<file path="src/hw/rtl/mda_pkg.sv">
// Shared types, constants and helper functions of the matrix diagonal average block.
`default_nettype none

package mda_pkg;

  // Field and register widths.
  localparam int ELEM_W = 16;
  localparam int OUT_W  = 24;
  localparam int CFG_W  = 4;
  localparam int IDX_W  = 1;

  // Matrix size limits and register reset values.
  localparam int MAX_ROWS_DEFAULT = 8;
  localparam int MAX_COLS_DEFAULT = 8;
  localparam logic [CFG_W-1:0] ROWS_RESET = 4'd3;
  localparam logic [CFG_W-1:0] COLS_RESET = 4'd5;

  // Register indexes on the configuration port.
  localparam logic [IDX_W-1:0] REG_ROWS = 1'b0;
  localparam logic [IDX_W-1:0] REG_COLS = 1'b1;

  // Cell index and walk coordinate widths (a coordinate may step one past an edge).
  localparam int CELL_W  = 3;
  localparam int COORD_W = 5;

  // At most 15 elements of 16 bits are summed; the count fits in 4 bits.
  localparam int SUM_W     = ELEM_W + 4;
  localparam int CNT_W     = 4;
  localparam int DIV_W     = SUM_W + 8;
  localparam int DIV_STEPS = DIV_W / 2;
  localparam int DCNT_W    = 4;

  // Walk directions. The center cell is read first, then the four diagonal rays.
  localparam int DIR_W = 3;
  localparam logic [DIR_W-1:0] DIR_CENTER = 3'd0;
  localparam logic [DIR_W-1:0] DIR_DR     = 3'd1;
  localparam logic [DIR_W-1:0] DIR_UR     = 3'd2;
  localparam logic [DIR_W-1:0] DIR_UL     = 3'd3;
  localparam logic [DIR_W-1:0] DIR_DL     = 3'd4;
  localparam logic [DIR_W-1:0] DIR_LAST   = DIR_DL;

  typedef struct packed {
    logic signed [COORD_W-1:0] dy;
    logic signed [COORD_W-1:0] dx;
  } step_t;

  function automatic step_t dir_step(input logic [DIR_W-1:0] d);
    step_t s;
    case (d)
      DIR_DR: begin
        s.dy = 5'sd1;
        s.dx = 5'sd1;
      end
      DIR_UR: begin
        s.dy = -5'sd1;
        s.dx = 5'sd1;
      end
      DIR_UL: begin
        s.dy = -5'sd1;
        s.dx = -5'sd1;
      end
      DIR_DL: begin
        s.dy = 5'sd1;
        s.dx = -5'sd1;
      end
      default: begin
        s.dy = 5'sd0;
        s.dx = 5'sd0;
      end
    endcase
    return s;
  endfunction

  // A size of zero counts as one, a size above the limit counts as the limit.
  function automatic logic [CFG_W-1:0] clamp_size(input logic [CFG_W-1:0] v,
                                                  input logic [CFG_W-1:0] maxv);
    logic [CFG_W-1:0] r;
    if (v == '0) begin
      r = {{(CFG_W-1){1'b0}}, 1'b1};
    end else if (v > maxv) begin
      r = maxv;
    end else begin
      r = v;
    end
    return r;
  endfunction

endpackage

`default_nettype wire

</file>
<file path="src/hw/rtl/mda_ram.sv">
// Generic simple dual-port RAM with one write port and a registered read port.
`default_nettype none

module mda_ram #(
  parameter int WIDTH  = 16,
  parameter int DEPTH  = 64,
  parameter int ADDR_W = (DEPTH > 1) ? $clog2(DEPTH) : 1
) (
  input  logic              clk,
  input  logic              we,
  input  logic [ADDR_W-1:0] waddr,
  input  logic [WIDTH-1:0]  wdata,
  input  logic [ADDR_W-1:0] raddr,
  output logic [WIDTH-1:0]  rdata
);

  logic [WIDTH-1:0] mem [DEPTH];

  always_ff @(posedge clk) begin
    if (we) begin
      mem[waddr] <= wdata;
    end
    rdata <= mem[raddr];
  end

endmodule

`default_nettype wire

</file>
<file path="src/hw/rtl/matrix_diagonal_average_top.sv">
// Top level of the matrix diagonal average block: load, diagonal walk, divider, output.
`default_nettype none

// The block takes matrix elements one word per cycle while in_stall is low, row-major,
// into an internal RAM, sized by rows_in_use and cols_in_use as they stand when each
// word arrives (a value of zero counts as one, a value above the limit counts as the
// limit). The word that fills the matrix starts the result pass, and in_stall stays
// high until every cell has been read. For each cell, in row-major order, a walker
// reads the cell and then the elements on both diagonals through it, one ray after
// another, through the single read port of the RAM. The sum then goes to a restoring
// divider that retires two quotient bits per cycle, places the quotient in the output
// register once that register is free and only then takes the next sum; it runs while
// the walker works on the next cell, whose sum waits while the divider is busy. Each
// result word carries the mean times 256, truncated toward zero, as a signed 24-bit
// value, and last_cell marks the final cell. A result waits in the output register
// while out_stall is high; the next matrix may start loading while the last results
// of the previous one are still being divided or delivered. Configuration must only
// be written while the block is idle.
module matrix_diagonal_average_top #(
  parameter int MAX_ROWS = mda_pkg::MAX_ROWS_DEFAULT,
  parameter int MAX_COLS = mda_pkg::MAX_COLS_DEFAULT
) (
  input  logic                             clk,
  input  logic                             rst,
  input  logic                             in_valid,
  output logic                             in_stall,
  input  logic signed [mda_pkg::ELEM_W-1:0] element_value,
  output logic                             out_valid,
  input  logic                             out_stall,
  output logic signed [mda_pkg::OUT_W-1:0]  diag_mean_q8,
  output logic                             last_cell,
  input  logic                             cfg_we,
  input  logic [mda_pkg::IDX_W-1:0]         cfg_index,
  input  logic [mda_pkg::CFG_W-1:0]         cfg_data
);

  import mda_pkg::*;

  localparam int DEPTH  = MAX_ROWS * MAX_COLS;
  localparam int AW     = (DEPTH > 1) ? $clog2(DEPTH) : 1;
  localparam int LCW    = $clog2(DEPTH + 1);
  localparam int TOT_W  = 2 * CFG_W;
  localparam int AFW    = CELL_W + CFG_W + 1;

  localparam logic ST_LOAD = 1'b0;
  localparam logic ST_PROC = 1'b1;

  // Configuration registers.
  logic [CFG_W-1:0] rows_in_use;
  logic [CFG_W-1:0] cols_in_use;

  always_ff @(posedge clk) begin
    if (rst) begin
      rows_in_use <= ROWS_RESET;
      cols_in_use <= COLS_RESET;
    end else if (cfg_we) begin
      case (cfg_index)
        REG_ROWS: rows_in_use <= cfg_data;
        REG_COLS: cols_in_use <= cfg_data;
        default: ;
      endcase
    end
  end

  // Effective size for the current word and the load completion test.
  logic [CFG_W-1:0] rows_eff;
  logic [CFG_W-1:0] cols_eff;
  logic [TOT_W-1:0] total;
  logic [LCW-1:0]   load_count;
  logic [LCW-1:0]   load_inc;
  logic             in_take;
  logic             load_done;

  assign rows_eff  = clamp_size(rows_in_use, CFG_W'(MAX_ROWS));
  assign cols_eff  = clamp_size(cols_in_use, CFG_W'(MAX_COLS));
  assign total     = TOT_W'(rows_eff) * TOT_W'(cols_eff);
  assign load_inc  = load_count + 1'b1;
  assign load_done = TOT_W'(load_inc) >= total;

  logic state;
  assign in_stall = (state != ST_LOAD);
  assign in_take  = in_valid && !in_stall;

  // Walker registers: current cell, walk position and direction, running sum and count.
  logic [CFG_W-1:0]          p_rows;
  logic [CFG_W-1:0]          p_cols;
  logic [CELL_W-1:0]         cr;
  logic [CELL_W-1:0]         cc;
  logic signed [COORD_W-1:0] y;
  logic signed [COORD_W-1:0] x;
  logic [DIR_W-1:0]          dir;
  logic signed [SUM_W-1:0]   sum;
  logic [CNT_W-1:0]          cnt;
  logic                      pend;

  logic [ELEM_W-1:0] rd_data;
  logic [AW-1:0]     rd_addr;
  logic [AFW-1:0]    addr_full;

  step_t                     cur_step;
  step_t                     nxt_step;
  logic signed [COORD_W-1:0] cy;
  logic signed [COORD_W-1:0] cx;
  logic                      in_range;
  logic                      issue;
  logic                      walk_done;
  logic                      handoff;
  logic signed [SUM_W-1:0]   sum_final;
  logic                      cc_last;
  logic                      cr_last;
  logic                      cell_last;

  logic div_busy;

  assign cur_step = dir_step(dir);
  assign nxt_step = dir_step(dir + 1'b1);
  assign cy = $signed({{(COORD_W-CELL_W){1'b0}}, cr});
  assign cx = $signed({{(COORD_W-CELL_W){1'b0}}, cc});

  assign in_range = !y[COORD_W-1] && !x[COORD_W-1]
                 && (y < $signed({1'b0, p_rows})) && (x < $signed({1'b0, p_cols}));

  assign issue     = (state == ST_PROC) && in_range;
  assign walk_done = (state == ST_PROC) && !in_range && (dir == DIR_LAST);
  assign handoff   = walk_done && !div_busy;

  assign addr_full = AFW'(y[CELL_W-1:0]) * AFW'(p_cols) + AFW'(x[CELL_W-1:0]);
  assign rd_addr   = addr_full[AW-1:0];

  // The read issued last cycle lands now and is folded into the sum.
  assign sum_final = sum + (pend ? {{(SUM_W-ELEM_W){rd_data[ELEM_W-1]}}, rd_data}
                                 : {SUM_W{1'b0}});

  assign cc_last   = (CFG_W'(cc) == p_cols - 1'b1);
  assign cr_last   = (CFG_W'(cr) == p_rows - 1'b1);
  assign cell_last = cc_last && cr_last;

  always_ff @(posedge clk) begin
    if (rst) begin
      state      <= ST_LOAD;
      load_count <= '0;
      pend       <= 1'b0;
    end else begin
      case (state)
        ST_LOAD: begin
          pend <= 1'b0;
          if (in_take) begin
            if (load_done) begin
              load_count <= '0;
              state      <= ST_PROC;
              p_rows     <= rows_eff;
              p_cols     <= cols_eff;
              cr         <= '0;
              cc         <= '0;
              y          <= '0;
              x          <= '0;
              dir        <= DIR_CENTER;
              sum        <= '0;
              cnt        <= '0;
            end else begin
              load_count <= load_inc;
            end
          end
        end
        ST_PROC: begin
          pend <= issue;
          if (handoff) begin
            sum <= '0;
            cnt <= '0;
            dir <= DIR_CENTER;
            if (cell_last) begin
              state <= ST_LOAD;
            end else if (cc_last) begin
              cr <= cr + 1'b1;
              cc <= '0;
              y  <= cy + 5'sd1;
              x  <= '0;
            end else begin
              cc <= cc + 1'b1;
              y  <= cy;
              x  <= cx + 5'sd1;
            end
          end else begin
            sum <= sum_final;
            if (issue) begin
              cnt <= cnt + 1'b1;
              if (dir == DIR_CENTER) begin
                dir <= dir + 1'b1;
                y   <= cy + nxt_step.dy;
                x   <= cx + nxt_step.dx;
              end else begin
                y <= y + cur_step.dy;
                x <= x + cur_step.dx;
              end
            end else if (!walk_done) begin
              // This ray has run off the matrix: start the next one next to the center.
              dir <= dir + 1'b1;
              y   <= cy + nxt_step.dy;
              x   <= cx + nxt_step.dx;
            end
          end
        end
        default: state <= ST_LOAD;
      endcase
    end
  end

  mda_ram #(
    .WIDTH (ELEM_W),
    .DEPTH (DEPTH),
    .ADDR_W(AW)
  ) u_store (
    .clk  (clk),
    .we   (in_take),
    .waddr(load_count[AW-1:0]),
    .wdata(element_value),
    .raddr(rd_addr),
    .rdata(rd_data)
  );

  // Restoring divider on the magnitude, two quotient bits per cycle.
  logic [DIV_W-1:0]  dq;
  logic [CNT_W-1:0]  rem;
  logic [CNT_W-1:0]  dd;
  logic [DCNT_W-1:0] div_cnt;
  logic              div_neg;
  logic              div_last;
  logic              div_fin;
  logic              out_free;
  logic [SUM_W-1:0]  sum_mag;

  logic [CNT_W:0] r1;
  logic [CNT_W:0] r1s;
  logic [CNT_W:0] r2;
  logic [CNT_W:0] r2s;
  logic           b1;
  logic           b0;

  assign sum_mag = sum_final[SUM_W-1] ? SUM_W'(-sum_final) : SUM_W'(sum_final);

  always_comb begin
    r1  = {rem, dq[DIV_W-1]};
    b1  = (r1 >= {1'b0, dd});
    r1s = b1 ? (r1 - {1'b0, dd}) : r1;
    r2  = {r1s[CNT_W-1:0], dq[DIV_W-2]};
    b0  = (r2 >= {1'b0, dd});
    r2s = b0 ? (r2 - {1'b0, dd}) : r2;
  end

  assign div_fin  = div_busy && (div_cnt == DCNT_W'(DIV_STEPS));
  assign out_free = !out_valid || !out_stall;

  always_ff @(posedge clk) begin
    if (rst) begin
      div_busy  <= 1'b0;
      out_valid <= 1'b0;
    end else begin
      if (handoff) begin
        div_busy <= 1'b1;
        div_cnt  <= '0;
        dq       <= {sum_mag, 8'b0};
        rem      <= '0;
        dd       <= cnt;
        div_neg  <= sum_final[SUM_W-1];
        div_last <= cell_last;
      end else if (div_busy && !div_fin) begin
        dq      <= {dq[DIV_W-3:0], b1, b0};
        rem     <= r2s[CNT_W-1:0];
        div_cnt <= div_cnt + 1'b1;
      end else if (div_fin && out_free) begin
        div_busy <= 1'b0;
      end

      if (div_fin && out_free) begin
        out_valid    <= 1'b1;
        diag_mean_q8 <= div_neg ? -$signed(dq[OUT_W-1:0]) : $signed(dq[OUT_W-1:0]);
        last_cell    <= div_last;
      end else if (out_valid && !out_stall) begin
        out_valid <= 1'b0;
      end
    end
  end

`ifndef SYNTHESIS
  a_cnt_nonzero: assert property (@(posedge clk) disable iff (rst)
    handoff |-> (cnt != '0))
    else $error("cell handed to divider with zero element count");

  a_last_returns: assert property (@(posedge clk) disable iff (rst)
    (handoff && cell_last) |=> (state == ST_LOAD))
    else $error("walker did not return to loading after the final cell");

  a_load_bound: assert property (@(posedge clk) disable iff (rst)
    load_count < LCW'(DEPTH))
    else $error("load count reached the store depth");

  a_div_hold: assert property (@(posedge clk) disable iff (rst)
    (div_busy && !div_fin) |=> div_busy)
    else $error("divider released before all quotient bits were formed");

  a_port_clash: assert property (@(posedge clk) disable iff (rst)
    issue |-> !in_take)
    else $error("store written while the walker reads it");
`endif

endmodule

`default_nettype wire
</file>
<file path="config.mk">
export PLATFORM = sky130hd
export DESIGN_NAME = matrix_diagonal_average_top
export DESIGN_NICKNAME = d
export VERILOG_FILES = /design/src/hw/rtl/mda_pkg.sv /design/src/hw/rtl/mda_ram.sv /design/src/hw/rtl/matrix_diagonal_average_top.sv
export SDC_FILE = /design/constraint.sdc
export NUM_CORES = 1
export LEC_CHECK = 0
export ABC_AREA = 1
export BUFFER_PORTS_ARGS = -buffer_cell sky130_fd_sc_hd__buf_2
export CAP_MARGIN = 25
export CORE_MARGIN = 2
export CORE_UTILIZATION = 35
export CTS_CLUSTER_DIAMETER = 80
export DETAILED_ROUTE_END_ITERATION = 6
export GPL_TIMING_DRIVEN = 1
export SETUP_SLACK_MARGIN = 0.1
export SLEW_MARGIN = 10
export SYNTH_ARGS = -nofsm -noshare
export SYNTH_HDL_FRONTEND = slang
export SYNTH_SLANG_ARGS = --single-unit
export TNS_END_PERCENT = 30
</file>
<file path="constraint.sdc">
create_clock -name clk -period 5.25 [get_ports clk]
set_input_delay 0.2625 -clock clk [delete_from_list [all_inputs] [get_ports clk]]
set_output_delay 0.2625 -clock clk [all_outputs]
set_load 0.005 [all_outputs]
</file>
==> results of run 1 <==
-- logic make-up after synthesis --
family                     count (synthesis)  share of synthesized area [%]
and+or+nand+nor                          861                          7.346
AOI/OAI and AO/OA                        947                          10.52
DFF                                     1177                          67.56
muxes                                    256                          4.947
xor gates and xnor gates                  74                          1.266
buffers and inverters                    723                          5.536
adders and majority gates                108                          2.826
-- cells in the mapped netlist (20+ instances only) --
cell	instances	area (µm²)
nand2_1	335	1257
clkbuf_1	131	491.7
a21oi_1	306	1531
nor2_1	193	724.4
buf_4	21	157.7
xor2_1	53	464.2
edfxtp_1	1142	34290
xnor2_1	20	175.2
nand2_2	20	125.1
ha_1	93	1164
nand3_1	236	1181
inv_1	495	1858
mux2i_1	256	2562
o211ai_1	270	2027
dfxtp_1	35	700.7
o21ai_0	350	1752
buf_2	54	270.3
-- area by class of cell --
class / instances / area, µm²
Clock inverter: 59 / 575.6
Timing Repair Buffer: 202 / 1715
Multi-Input combinational cell: 2246 / 14070
Sequential cell: 1177 / 34990
Fill cell: 13695 / 88530
Clock buffer: 150 / 3100
Tap cell: 1930 / 2415
Antenna cell: 3 / 7.507
Inverter: 506 / 1908
-- state kept, by name (all words and copies together) (netlist names), 5 cells and up --
register,flops
sum,20
diag_mean_q8,24
dq,28
y,5
u_store.mem,1024
u_store.rdata,16
load_count,7
x,5
-- worst max path at each step --
stage               startpoint                 to  cells after the start
floorplan            p_cols[3]         div_cnt[0]                     12
global route              y[2]  u_store.rdata[15]                     12
detailed placement        y[2]  u_store.rdata[15]                     12
CTS                       y[2]  u_store.rdata[15]                     12
finish                    y[2]  u_store.rdata[15]                     12
global placement          y[2]  u_store.rdata[15]                     12
-- power breakdown --
group / internal, mW / leakage (nW) / switching [mW]
logic: 1.28 / 9.46 / 3.02
registers: 10.5 / 10.6 / 0.136
clock network: 4.55 / 1.78 / 3.59
total: 16.3 / 21.8 / 6.75
-- worst min-delay path: stages --
cell,delay [ns]
buf_2,0.11
nor2_1,0.10
inv_1,0.12
a21oi_1,0.08
-- per-stage QoR --
step                hold WS (ns)  worst slack [ns]  instance area, µm²
finish                   0.02979            0.7204               58780
global route             0.07330            0.5565               58770
CTS                      0.01387            0.7558               58740
detailed placement        0.4447            0.7694               54920
global placement          0.4450            0.8280               54910
floorplan                 0.3393            0.8761               51800
-- routing by layer --
metal | vias up | track usage, %
li1 | 15133 | -
met1 | 15907 | 24.20
met2 | 990 | 27.45
met3 | 177 | 2.878
met4 | 2 | 4.634
met5 | - | 0
-- placed cells by master, fill, tap and decap left out, types with 4 or more instances in the layout --
cell | netlist | final
inv_1 | 495 | 494
inv_2 | 10 | 9
edfxtp_1 | 1142 | 1142
nor4_2 | 0 | 5
buf_4 | 21 | 110
dfxtp_1 | 35 | 35
o211ai_1 | 270 | 270
or2_2 | 4 | 4
nor2_2 | 9 | 11
ha_1 | 93 | 91
clkinv_1 | 1 | 25
clkbuf_16 | 0 | 116
fa_1 | 15 | 14
buf_12 | 0 | 22
xnor2_1 | 20 | 19
nor3_1 | 18 | 14
o21ai_0 | 350 | 350
xor2_1 | 53 | 51
mux2i_1 | 256 | 256
nor2_1 | 193 | 191
a21oi_1 | 306 | 306
bufinv_16 | 0 | 8
nor3_2 | 1 | 4
buf_2 | 54 | 52
o21ai_1 | 11 | 11
clkbuf_8 | 0 | 7
nand4_1 | 18 | 18
clkbuf_1 | 131 | 27
clkinvlp_4 | 0 | 5
nand2_2 | 20 | 20
nand3_2 | 5 | 5
clkinv_2 | 0 | 17
nand2_1 | 335 | 335
dlygate4sd3_1 | 0 | 14
nand3_1 | 236 | 236
nand3b_1 | 8 | 8
==> impl_results.md, run 1 <==
* Most used cell, CP: nand3_1
* FP Rows at ~140
* Placed wire-length estimate at slightly below 80000 µm
* Post-route ant nets at 0
* Fin. max-slew vios at 0
* Crit path largest cell delay at roughly 1.2 ns
* Root Driver: clkbuf_16
* Maximum vdd ir drop at between 0.2 and 0.3 mV
* Critical Path Slowest Stage Cell: fa_4
* Antenna violations before repair at 2
* Vias at around 32000
* Outcome: finished clean
* DR DRC count at 0
* Pwr Total at approximately 23 mW
* Avg WL per Cell at around 21 µm
* Flop-to-flop setup slack at 0.72 ns
* Async SR Flop Fraction at 0%
* WP buf/inv at 3
* FF-to-FF path depth at 12
* Core Util, Final at 39.90%
* YS warnings at 0
* Synthesized area at just over 0.05 mm²
* Crit Path Class: flip-flop to flip-flop
* Final Hold Viols at 0
* Hold Crit Class: primary input to flip-flop
* Hold Crit Start: cfg_index
* Finished Layout Cells at between 6000 and 7000
* Worst Setup End Kind: flip-flop
* Syn nets at approximately 4300
* Clk_skew at between 0.04 and 0.05 ns
* Synth-to-layout area growth at 13.48%
* Top_reg_cell synth: edfxtp_1
* Layout cells sized above 1 at about a tenth
* RR Endpoint: u_store.rdata[15]
* CTS tree: yes
* Clk slew on worst S/H paths at 0.07 ns
* Ports at between 50 and 60
* Lkg Pwr at 21.82 nW
* Post-layout min period at 4.530 ns
* Initial Utilization at 35.16%
* Nets@finish at roughly 4400
* Vias in the first global route at a little over 30000
* Die height at 388.7 µm
* Sequential-to-total area share from yosys stat at 67.56%
* Metal-1 WL at 59230 µm
* WL met3 at around 9000 µm
* Placed insts at 6044
* Pwr Density at slightly below 400 mW/mm²
* Fmax achieved at approximately 220 MHz
* Final GP Congestion at 0.8447
* Clk buf depth at 3
* Gate Count Post-Synth at a little over 4000
* Starting DRT DRC Count at about 3300
* Least-Margin Pin Slew at around 1.0 ns
* Highest Signal Layer: met5
* Worst setup SP type: flip-flop
* Post-Syn Area per Cell at 12.49 µm²
* Post-synthesis cell type count at 45
* #FFs+latches synth at ~1200
* Tot GR Track Use at between 10% and 20%
* Vias per inst at approximately 5
* Hold Path Cell Cnt at 4
* Crit-path cells: nand2_1 > inv_1 > fa_1 > inv_1 > fa_1 > fa_4 > buf_4 > o211ai_1 > nand3_1 > nand3_1 > nand3_1 > nand2_1
* Signal arrival time at the worst endpoint at 5.11 ns
* Wire length on met2 at 61020 µm
* Number of enable flip-flop cells after synthesis at roughly 1100
* Worst reg2reg path startpoint: y[2]
* Post-CTS sizing at 0
* Clock latency on the worst-skew pair at 0.73 ns
* CORE AREA at roughly 0.15 mm²
* First-pass GRT wire length at approximately 200000 µm
* Max-cap violation count at 0
* RSZ-0062 raised after global routing: no
* Critical Path RT at just under 6 ns
* H-tree depth at 3
* Routed wire length at ~130000 µm
* Slew headroom at between 30% and 40%
* Hold buffer count at cts at 14
* Inserted Clock Buffers at 115
* Worst Hold Path EP: rows_in_use[3]
* Period utilization at a little under nine tenths
* Final TNS setup at 0 ns
* Post-CTS setup buffer count at 0
* Endpoints failing setup at 0
* Maximum fanout along the worst path at 29
* Grt total ovfl at 0
* Router iterations before antenna repair at 6
* CTS sink cnt at 1177
* Worst path top cell family by delay: adder cells
* # port buffers at between 50 and 60
* Die width at slightly below 400 µm
* DIE AREA at 0.1511 mm²
* Largest net degree at the start of global routing at 138
No activity file was read; power rests on OpenSTA's default activity.
==> run 2, diff against run 1 <==
--- a/config.mk
+++ b/config.mk
@@ -13,6 +13,7 @@
 export CTS_CLUSTER_DIAMETER = 80
 export DETAILED_ROUTE_END_ITERATION = 6
 export GPL_TIMING_DRIVEN = 1
+export RECOVER_POWER = 25
 export SETUP_SLACK_MARGIN = 0.1
 export SLEW_MARGIN = 10
 export SYNTH_ARGS = -nofsm -noshare
==> impl_results.md, run 2 (synthesized netlist as in run 1, its figures left out) <==
* Avg WL per Cell at roughly 21 µm
* Worst setup SP type: flip-flop
* # port buffers at 52
* Lkg Pwr at ~22 nW
* Maximum fanout along the worst path at 29
* First-pass GRT wire length at ~200000 µm
* Die width at 388.7 µm
* Nets@finish at between 4000 and 5000
* Post-route ant nets at 0
* Largest net degree at the start of global routing at 138
* H-tree depth at 3
* Worst Setup End Kind: flip-flop
* Finished Layout Cells at ~6300
* Clk buf depth at 3
* Tot GR Track Use at 17.18%
* Vias in the first global route at just over 30000
* Post-CTS sizing at 0
* Biggest register: u_store.mem
* Antenna violations before repair at 2
* Max reg flops at between 1000 and 1500
* Vias per inst at slightly above 5
* Grt total ovfl at 0
* Post-layout min period at 4.520 ns
* Synth-to-layout area growth at 13.36%
* Worst reg2reg path startpoint: y[2]
* Most common cell after layout, fill and taps aside: edfxtp_1
* Post-DP Area at 0.05492 mm²
* Crit-path cells: nand2_1 > inv_1 > fa_1 > inv_1 > fa_1 > fa_4 > buf_4 > o211ai_1 > nand3_1 > nand3_1 > nand3_1 > nand2_1
* Ports at 53
* WP buf/inv at 3
* Max-cap violation count at 16
* Finished Cell Area at ~0.059 mm²
* Placed wire-length estimate at about 77000 µm
* Worst path top cell family by delay: adder cells
* Die height at around 400 µm
* Critical Path Stages at 12
* Layout cells sized above 1 at around a tenth
* Final TNS setup at 0 ns
* Fin. max-slew vios at ~1000
* Hold Crit Start: cfg_index
* Post-CTS setup buffer count at 0
* Vias at ~32000
* DR DRC count at 0
* Root Driver: clkbuf_16
* CTS sink cnt at 1177
* Clk slew on worst S/H paths at ~0.070 ns
* Least-Margin Pin Slew at 3.923 ns
* Fmax achieved at ~220 MHz
* Top flop regs: u_store.mem (1024), dq (28), diag_mean_q8 (24)
* Clock latency on the worst-skew pair at 0.73 ns
* Crit path largest cell delay at around 1.2 ns
* Critical Path RT at a little under 6 ns
* CTS tree: yes
* DIE AREA at ~0.15 mm²
* RSZ-0062 raised after global routing: no
* FF-to-FF path depth at 12
* Critical Path Slowest Stage Cell: fa_4
* CORE AREA at 0.1473 mm²
* Crit Path Class: flip-flop to flip-flop
* Hold Crit Class: primary input to flip-flop
* Most frequent cells in the layout: edfxtp_1, inv_1, o21ai_0
* Final GP Congestion at between 0.8 and 0.9
* Endpoints failing setup at 0
* Most used cell, CP: nand3_1
* Hold Path Cell Cnt at 4
* Signal arrival time at the worst endpoint at around 5.1 ns
* FP Rows at 141
* Routed wire length at between 100000 and 150000 µm
* Clk_skew at between 0.04 and 0.05 ns
* Period utilization at 86.09%
* Pwr Density at 392.7 mW/mm²
* Router iterations before antenna repair at 5
* Final Hold Viols at 0
* Initial Utilization at about a third
* Starting DRT DRC Count at 3428
* Outcome: complete, but fails checks
* Maximum vdd ir drop at around 0.28 mV
* Slew headroom at -161.5%
* Start point of the critical path: y[2]
* Failing checks: max-capacitance violations, max-slew violations
* Pwr Total at 23.06 mW
* Inserted Clock Buffers at approximately 120
* Placed insts at about 6000
## run 2: path summary, 6_finish.rpt
kind | slack [ns] | end
max | 0.73 | u_store.rdata[15]
min | 0.03 | rows_in_use[3]
max reg2reg | 0.73 | u_store.rdata[15]
min reg2reg | 0.46 | last_cell
## run 2: area by class of cell
type | count | area, µm²
Clock inverter | 59 | 575.6
Sequential cell | 1177 | 34990
Timing Repair Buffer | 202 | 1655
Fill cell | 13701 | 88590
Antenna cell | 1 | 2.502
Multi-Input combinational cell | 2246 | 14070
Inverter | 506 | 1908
Clock buffer | 150 | 3100
Tap cell | 1930 | 2415
## run 2: through the flow
stage          worst slack, ns  hold WS, ns  utilization [%]
2_1_floorplan           0.8761       0.3393                -
3_3_place_gp            0.8280       0.4450            37.27
3_5_place_dp            0.7694       0.4447            37.28
4_1_cts                 0.7558      0.01387            39.88
5_1_grt                 0.5565      0.07330            39.86
6_report                0.7300      0.02855            39.86
## run 2: layer usage
layer / track usage [%] / share of wire [%]
met1: 24.20 / 45
met2: 27.45 / 46
met3: 2.878 / 6.8
met4: 4.634 / 2.4
met5: 0 / 0.0098
## run 2: power by group
| part | internal (mW) | total (mW) | leakage [nW] | switching [mW] |
|---|---|---|---|---|
| Combinational | 1.28 | 4.29 | 9.40 | 3.01 |
| Sequential | 10.5 | 10.6 | 10.6 | 0.137 |
| Clock | 4.55 | 8.15 | 1.78 | 3.60 |
| Total | 16.3 | 23.1 | 21.8 | 6.74 |
## run 2: worst reg2reg max path: cells and delay by family, from the launching register on
| family | cells | cell delay [ns] |
|---|---|---|
| AND/OR/NAND/NOR | 5 | 0.95 |
| adder cells (fa/ha/maj) | 3 | 2.23 |
| buffers and inverters | 3 | 0.56 |
| flip-flops | 1 | 0.48 |
| AO/OA/AOI/OAI | 1 | 0.21 |
## run 2: repair_timing
item,in CTS,in global routing
endpoints found under the hold margin,17,0
setup endpoints to repair,0,0
hold buffers,14,0
